===== src/rtl/psm_pkg.sv =====
// Package for the page slot manager: payload structs, RAM request struct,
// command/status/register codes and table geometry. No dependencies.
package psm_pkg;

  localparam int unsigned SLOT_COUNT = 1024;
  localparam int unsigned SLOT_W     = 10;
  localparam int unsigned FRAME_W    = 20;
  localparam int unsigned ENTRY_W    = FRAME_W + 1;
  localparam int unsigned IDX_W      = SLOT_W + 1;
  localparam int unsigned CFG_IDX_W  = 2;

  localparam logic [1:0] CMD_INIT  = 2'd0;
  localparam logic [1:0] CMD_ALLOC = 2'd1;
  localparam logic [1:0] CMD_FREE  = 2'd2;
  localparam logic [1:0] CMD_XLATE = 2'd3;

  localparam logic [1:0] ST_OK       = 2'd0;
  localparam logic [1:0] ST_NO_TABLE = 2'd1;
  localparam logic [1:0] ST_NO_ENTRY = 2'd2;
  localparam logic [1:0] ST_FULL     = 2'd3;

  localparam logic [CFG_IDX_W-1:0] REG_KERNEL_END = 2'd0;
  localparam logic [CFG_IDX_W-1:0] REG_WINDOW_DIR = 2'd1;

  localparam logic [9:0] WINDOW_DIR_RESET = 10'd768;

  typedef struct packed {
    logic [1:0]  cmd;
    logic [31:0] virt_address;
    logic [19:0] frame_number;
  } psm_in_t;

  typedef struct packed {
    logic [31:0] address_out;
    logic [19:0] freed_frame;
    logic [1:0]  status;
  } psm_out_t;

  typedef struct packed {
    logic [31:0] kernel_end;
    logic [9:0]  window_dir_index;
  } psm_cfg_t;

  typedef struct packed {
    logic               we;
    logic               re;
    logic [SLOT_W-1:0]  addr;
    logic [ENTRY_W-1:0] wdata;
  } psm_ram_req_t;

endpackage


===== src/rtl/psm_ctrl.sv =====
// Sequencer for the page slot manager: command decode, shared slot index
// counter and compare for init sweep and free-slot scan, result register.
// Depends on psm_pkg.
module psm_ctrl import psm_pkg::*; (
  input  logic               clk_i,
  input  logic               rst_ni,
  input  logic               in_valid_i,
  output logic               in_ready_o,
  input  psm_in_t            in_data_i,
  input  psm_cfg_t           cfg_i,
  output logic               out_valid_o,
  input  logic               out_ready_i,
  output psm_out_t           out_data_o,
  output psm_ram_req_t       ram_req_o,
  input  logic [ENTRY_W-1:0] ram_rdata_i
);

  typedef enum logic [2:0] {
    S_IDLE, S_INIT, S_AWR, S_SCAN, S_LOOK, S_CHECK, S_DONE
  } state_e;

  state_e            state_q;
  psm_in_t           item_q;
  psm_out_t          res_q;
  psm_out_t          out_q;
  logic              out_valid_q;
  logic              table_ready_q;
  logic              hint_valid_q;
  logic [SLOT_W-1:0] hint_q;
  logic [IDX_W-1:0]  idx_q;
  logic [IDX_W-1:0]  count_q;
  logic [SLOT_W-1:0] last_q;
  logic              pend_q;

  logic [12:0]       raw_count;
  logic [IDX_W-1:0]  init_count;
  logic              in_acc;
  logic              present;
  logic              found;
  logic [SLOT_W-1:0] look_slot;
  logic              out_load;

  assign raw_count  = {1'b0, cfg_i.kernel_end[23:12]} + 13'd1;
  assign init_count = (raw_count > 13'(SLOT_COUNT)) ? IDX_W'(SLOT_COUNT)
                                                    : raw_count[IDX_W-1:0];
  assign in_ready_o = (state_q == S_IDLE);
  assign in_acc     = in_valid_i && in_ready_o;
  assign present    = ram_rdata_i[ENTRY_W-1];
  assign found      = pend_q && !present;
  assign look_slot  = item_q.virt_address[21:12];
  assign out_load   = (state_q == S_DONE) && (!out_valid_q || out_ready_i);

  always_comb begin
    ram_req_o = '0;
    unique case (state_q)
      S_INIT: begin
        ram_req_o.we   = 1'b1;
        ram_req_o.addr = idx_q[SLOT_W-1:0];
        if (idx_q < count_q) begin
          ram_req_o.wdata = {1'b1, (FRAME_W - SLOT_W)'(0), idx_q[SLOT_W-1:0]};
        end
      end
      S_AWR: begin
        ram_req_o.we    = 1'b1;
        ram_req_o.addr  = hint_q;
        ram_req_o.wdata = {1'b1, item_q.frame_number};
      end
      S_SCAN: begin
        ram_req_o.re   = !found && !idx_q[IDX_W-1];
        ram_req_o.addr = idx_q[SLOT_W-1:0];
      end
      S_LOOK: begin
        ram_req_o.re   = 1'b1;
        ram_req_o.addr = look_slot;
      end
      S_CHECK: begin
        ram_req_o.we   = (item_q.cmd == CMD_FREE) && present;
        ram_req_o.addr = look_slot;
      end
      default: ;
    endcase
  end

  always_ff @(posedge clk_i or negedge rst_ni) begin
    if (!rst_ni) begin
      state_q       <= S_IDLE;
      item_q        <= '0;
      res_q         <= '0;
      out_q         <= '0;
      out_valid_q   <= 1'b0;
      table_ready_q <= 1'b0;
      hint_valid_q  <= 1'b0;
      hint_q        <= '0;
      idx_q         <= '0;
      count_q       <= '0;
      last_q        <= '0;
      pend_q        <= 1'b0;
    end else begin
      if (out_load) begin
        out_valid_q <= 1'b1;
      end else if (out_ready_i) begin
        out_valid_q <= 1'b0;
      end
      unique case (state_q)
        S_IDLE: begin
          if (in_acc) begin
            item_q <= in_data_i;
            unique case (in_data_i.cmd)
              CMD_INIT: begin
                res_q   <= '0;
                count_q <= init_count;
                idx_q   <= '0;
                state_q <= S_INIT;
              end
              CMD_ALLOC: begin
                if (!table_ready_q) begin
                  res_q   <= '{address_out: '0, freed_frame: '0, status: ST_NO_TABLE};
                  state_q <= S_DONE;
                end else if (!hint_valid_q) begin
                  res_q   <= '{address_out: '0, freed_frame: '0, status: ST_FULL};
                  state_q <= S_DONE;
                end else begin
                  res_q   <= '{address_out: {cfg_i.window_dir_index, hint_q, 12'h000},
                               freed_frame: '0, status: ST_OK};
                  state_q <= S_AWR;
                end
              end
              default: begin
                if (!table_ready_q ||
                    in_data_i.virt_address[31:22] != cfg_i.window_dir_index) begin
                  res_q   <= '{address_out: '0, freed_frame: '0, status: ST_NO_TABLE};
                  state_q <= S_DONE;
                end else begin
                  res_q   <= '0;
                  state_q <= S_LOOK;
                end
              end
            endcase
          end
        end
        S_INIT: begin
          idx_q <= idx_q + 1'b1;
          if (idx_q[SLOT_W-1:0] == SLOT_W'(SLOT_COUNT - 1)) begin
            table_ready_q <= 1'b1;
            hint_valid_q  <= !count_q[IDX_W-1];
            hint_q        <= count_q[SLOT_W-1:0];
            state_q       <= S_DONE;
          end
        end
        S_AWR: begin
          idx_q   <= '0;
          pend_q  <= 1'b0;
          state_q <= S_SCAN;
        end
        S_SCAN: begin
          if (found) begin
            hint_q       <= last_q;
            hint_valid_q <= 1'b1;
            state_q      <= S_DONE;
          end else if (idx_q[IDX_W-1]) begin
            hint_valid_q <= 1'b0;
            state_q      <= S_DONE;
          end else begin
            last_q <= idx_q[SLOT_W-1:0];
            idx_q  <= idx_q + 1'b1;
            pend_q <= 1'b1;
          end
        end
        S_LOOK: begin
          state_q <= S_CHECK;
        end
        S_CHECK: begin
          if (!present) begin
            res_q.status <= ST_NO_ENTRY;
          end else if (item_q.cmd == CMD_FREE) begin
            res_q.freed_frame <= ram_rdata_i[FRAME_W-1:0];
            hint_q            <= look_slot;
            hint_valid_q      <= 1'b1;
          end else begin
            res_q.address_out <= {ram_rdata_i[FRAME_W-1:0],
                                  item_q.virt_address[11:0]};
          end
          state_q <= S_DONE;
        end
        S_DONE: begin
          if (out_load) begin
            out_q   <= res_q;
            state_q <= S_IDLE;
          end
        end
        default: state_q <= S_IDLE;
      endcase
    end
  end

  assign out_valid_o = out_valid_q;
  assign out_data_o  = out_q;

  a_port_excl: assert property (@(posedge clk_i) disable iff (!rst_ni)
    !(ram_req_o.we && ram_req_o.re))
    else $error("RAM read and write in the same cycle");

  a_busy_after_accept: assert property (@(posedge clk_i) disable iff (!rst_ni)
    in_acc |=> !in_ready_o)
    else $error("ready held after accepting a beat");

  a_out_from_done: assert property (@(posedge clk_i) disable iff (!rst_ni)
    $rose(out_valid_q) |-> $past(state_q == S_DONE))
    else $error("result loaded outside done state");

  a_write_needs_table: assert property (@(posedge clk_i) disable iff (!rst_ni)
    (ram_req_o.we && !table_ready_q) |-> (state_q == S_INIT))
    else $error("table written before init");

endmodule


===== config.mk =====
export PLATFORM = sky130hd
export DESIGN_NAME = psm_ctrl
export DESIGN_NICKNAME = d
export VERILOG_FILES = /design/src/rtl/psm_pkg.sv /design/src/rtl/psm_ctrl.sv
export SDC_FILE = /design/constraint.sdc
export NUM_CORES = 1
export LEC_CHECK = 0
export BUFFER_PORTS_ARGS = -buffer_cell sky130_fd_sc_hd__buf_2
export CAP_MARGIN = 10
export CORE_UTILIZATION = 31
export DETAILED_ROUTE_END_ITERATION = 10
export GPL_ROUTABILITY_DRIVEN = 0
export HOLD_SLACK_MARGIN = 0.1
export PLACE_DENSITY_LB_ADDON = 0.3
export SETUP_SLACK_MARGIN = 0.15
export SLEW_MARGIN = 40
export SYNTH_ARGS = -nofsm -noshare
export SYNTH_HDL_FRONTEND = slang
export SYNTH_SLANG_ARGS = --single-unit

===== constraint.sdc =====
create_clock -name clk_i -period 5.3 [get_ports clk_i]
set_input_delay 0.53 -clock clk_i [delete_from_list [all_inputs] [get_ports clk_i]]
set_output_delay 0.53 -clock clk_i [all_outputs]
set_load 0.01 [all_outputs]

==> reports/metrics.yaml <==
run_status: "completed"
cellInternalPower_mw: 2.47
firstDrtPassIters: 4
synth_commonest_cells: "sky130_fd_sc_hd__nand2_1 (265), sky130_fd_sc_hd__dfrtp_1 (201), sky130_fd_sc_hd__o21ai_0 (77)"
max_stage_delay_ns: 0.86
post_synth_num_cell_types: 58
worst_ep_arrival_time_ns: 2.88
hold_violations: 0
synth.net_count: 1077
synth_edf_count: 0
max_h_tree_level: 1
final.period_utilization_pct: 64.2
end_kind: "output port"
cpLargestDelayFamily: "flip-flops"
cpMostUsedCell: "sky130_fd_sc_hd__nand2_1"
yosysSeqAreaShare_pct: 53.7
max-vdd-ir-drop_v: 0.000212
via_count_of_the_first_global_routing_pass: 7125
final.hold.worst_slack_ns: 0.196
power.combinational.fraction_pct: 3.5
final-max-slew-violation-count: 0
worst_setup_path_start_kind: "register"
fin_nets: 1248
diode_insertion_count_for_antenna_repair: 0
syn_inst: 943
placeableCoreArea_mm2: 0.0297
drc: 0
timing.hold.worst.class: "in -> reg"
cell_chosen_for_the_clock_root: "sky130_fd_sc_hd__clkbuf_16"
via_count: 7435
holdBufCountCts: 0
starting_density_of_the_core_pct: 31.5
drt.antenna.violating_nets: 0
post-place-cells: 1476
port_buffers: 189
power-per-cell-area_mw_per_mm2: 277
cts_inserted_buffers: 24
yosys.area.top_type_share_pct: 53.7
first_pass_grt_wire_length_mm: 41.1
number_of_setup_violations_in_the_final_report: 0
die_h_um: 176
synth.largest_area_cell: "sky130_fd_sc_hd__dfrtp_1"
critical_setup_path_kind: "reg -> out"
worst_skew_pair_latency_ns: 0.52
clk_path_buf_depth: 3
grt.overflow.total: 0
rsz0062_at_grt: "false"
timing.slew.headroom_pct: 42.4
post_cts.repair.setup_buffers: 0
dr.first_iter.drc_count: 458
placement_rows: 63
fin_crit_ns: 3.41
post_cts_resized: 0
static-leakage-power_nw: 5.67
seq_power_share_pct: 48.5
path_cells: "nor2b_1, nand2_1, nor2_1, nand2_1, a21oi_2, a22o_1, buf_2"
worst_setup_hold_path_clk_slew_ns: 0.06
ios: 210
grt_util_all_layers_pct: 17.0
routed_wire_length_per_instance_um: 17.4
max_fanout_on_critical_path: 22
ys_warn_count: 0
switching_share_pct: 22.1
drt_wl_total_mm: 26.5
synth.most_common_cell: "sky130_fd_sc_hd__nand2_1"
cts_tree: "done"
cp_data_required_time_ns: 4.77
tritoncts_num_sinks: 201
clock.fmax_mhz: 294
yosys_register_bits: 201
clock_share_of_power_pct: 48.0
finish.cell_count_without_fillers: 1519
fin_tns_setup_ns: 0
syn_to_final_growth_pct: 22.3
netlist_top_cells_area: "sky130_fd_sc_hd__dfrtp_1 (54%), sky130_fd_sc_hd__nand2_1 (11%), sky130_fd_sc_hd__mux2_2 (7.8%), sky130_fd_sc_hd__o21ai_0 (4.1%), sky130_fd_sc_hd__a22oi_1 (3.2%)"
ys_dominant_reg_cell: "sky130_fd_sc_hd__dfrtp_1"
crit_buf_inv: 1
die-area_mm2: 0.0309
drive_above_1_share_pct: 30.1
grt_start_max_net_pins: 100
drv.max_cap_violation_count: 0
netlist_area_mm2: 0.00936
worst_clock_skew_ns: 0.0101
critical_path.slowest_cell: "sky130_fd_sc_hd__dfrtp_1"
tightest_slew_ns: 0.857
p_switching_mw: 0.700
synth_area_per_cell_um2: 9.93
ys_async_sr_fraction_pct: 100
die_width_um: 176
half_perimeter_wire_length_after_placement_mm: 18.5
viasPerCell: 4.89
pre_cts_ws_ns: 2.21
fin_ws_ns: 1.89
antenna_found_initial: 0
-- logic make-up after synthesis --
group	after synthesis	synth area share (%)
AO/OA/AOI/OAI	181	13.0
XOR/XNOR	26	2.43
adder cells (fa/ha/maj)	13	1.74
buffers and inverters	77	3.49
flip-flops	201	53.7
multiplexers	66	7.92
AND/OR/NAND/NOR	379	17.7
-- power groups by stage --
stage          Combinational (mW)  Sequential [mW]  Clock (mW)
6_report                    0.112             1.54        1.52
4_1_cts                     0.111             1.54        1.56
3_3_place_gp                0.110             1.56           0
5_1_grt                     0.125             1.53        1.63
3_5_place_dp                0.111             1.56           0
2_1_floorplan              0.0220             1.56           0
-- registers in the layout, indices dropped and copies added (netlist names) --
signal and cells:
item_q 44, out_valid_o 1, idx_q 11, state_q 3, table_ready_q 1, pend_q 1, hint_q 10, last_q 10
res_q 54, count_q 11, out_data_o 54, hint_valid_q 1
-- routing by layer --
layer  GRT usage (%)  wire (um)  share of wire, %
met5               0          0                 0
met4            3.30        420               1.6
met3            2.97       1510               5.7
met2            27.9      12400                47
met1            23.6      12200                46
-- tightest hold or removal path, delay by kind of cell --
kind / cells / cell delay, ns
and+or+nand+nor: 2 / 0.08
buffers and inverters: 1 / 0.07
-- cell type report --
type                            count  area (um2)
Sequential cell                   201        5030
Fill cell                        3017       18300
Clock inverter                      5        38.8
Inverter                           18        67.6
Timing Repair Buffer              204        1090
Clock buffer                       36         686
Tap cell                          390         488
Multi-Input combinational cell    665        4050
-- stage by stage --
step	util (%)	area [um2]	power [mW]
after CTS	38.4	11400	3.21
after detailed placement	36.0	10700	1.67
after global routing	38.5	11500	3.29
after global placement	35.9	10700	1.67
final	38.5	11500	3.17
after floorplan	-	9360	1.59
-- cell usage in the layout (no fill, tap or decap), drive strengths merged, types with 6 or more instances in the layout --
cell type    n
inv         17
a31oi       13
nand4        7
dfrtp      201
nor2b        6
mux2        65
a21oi       12
xor2        15
nand2      265
nand3       12
a22oi       40
xnor2       11
o21ai       79
nor3        10
and3        12
buf        203
a21o         6
clkbuf      36
a22o        11
nor2        42
ha          13
-- final timing paths --
kind | startpoint | endpoint | slack, ns | cells past startpoint
max | state_q[0] | ram_req_o[1] | 1.89 | 7
min | in_data_i[18] | item_q[18] | 0.20 | 3
min reg2reg | pend_q | pend_q | 0.47 | 1
max reg2reg | state_q[1] | out_data_o[53] | 2.17 | 6
min in group asynchronous | rst_ni | res_q[24] | 0.46 | 2
max in group asynchronous | rst_ni | res_q[4] | 3.87 | 3
Power figures use the tool's default switching activity.
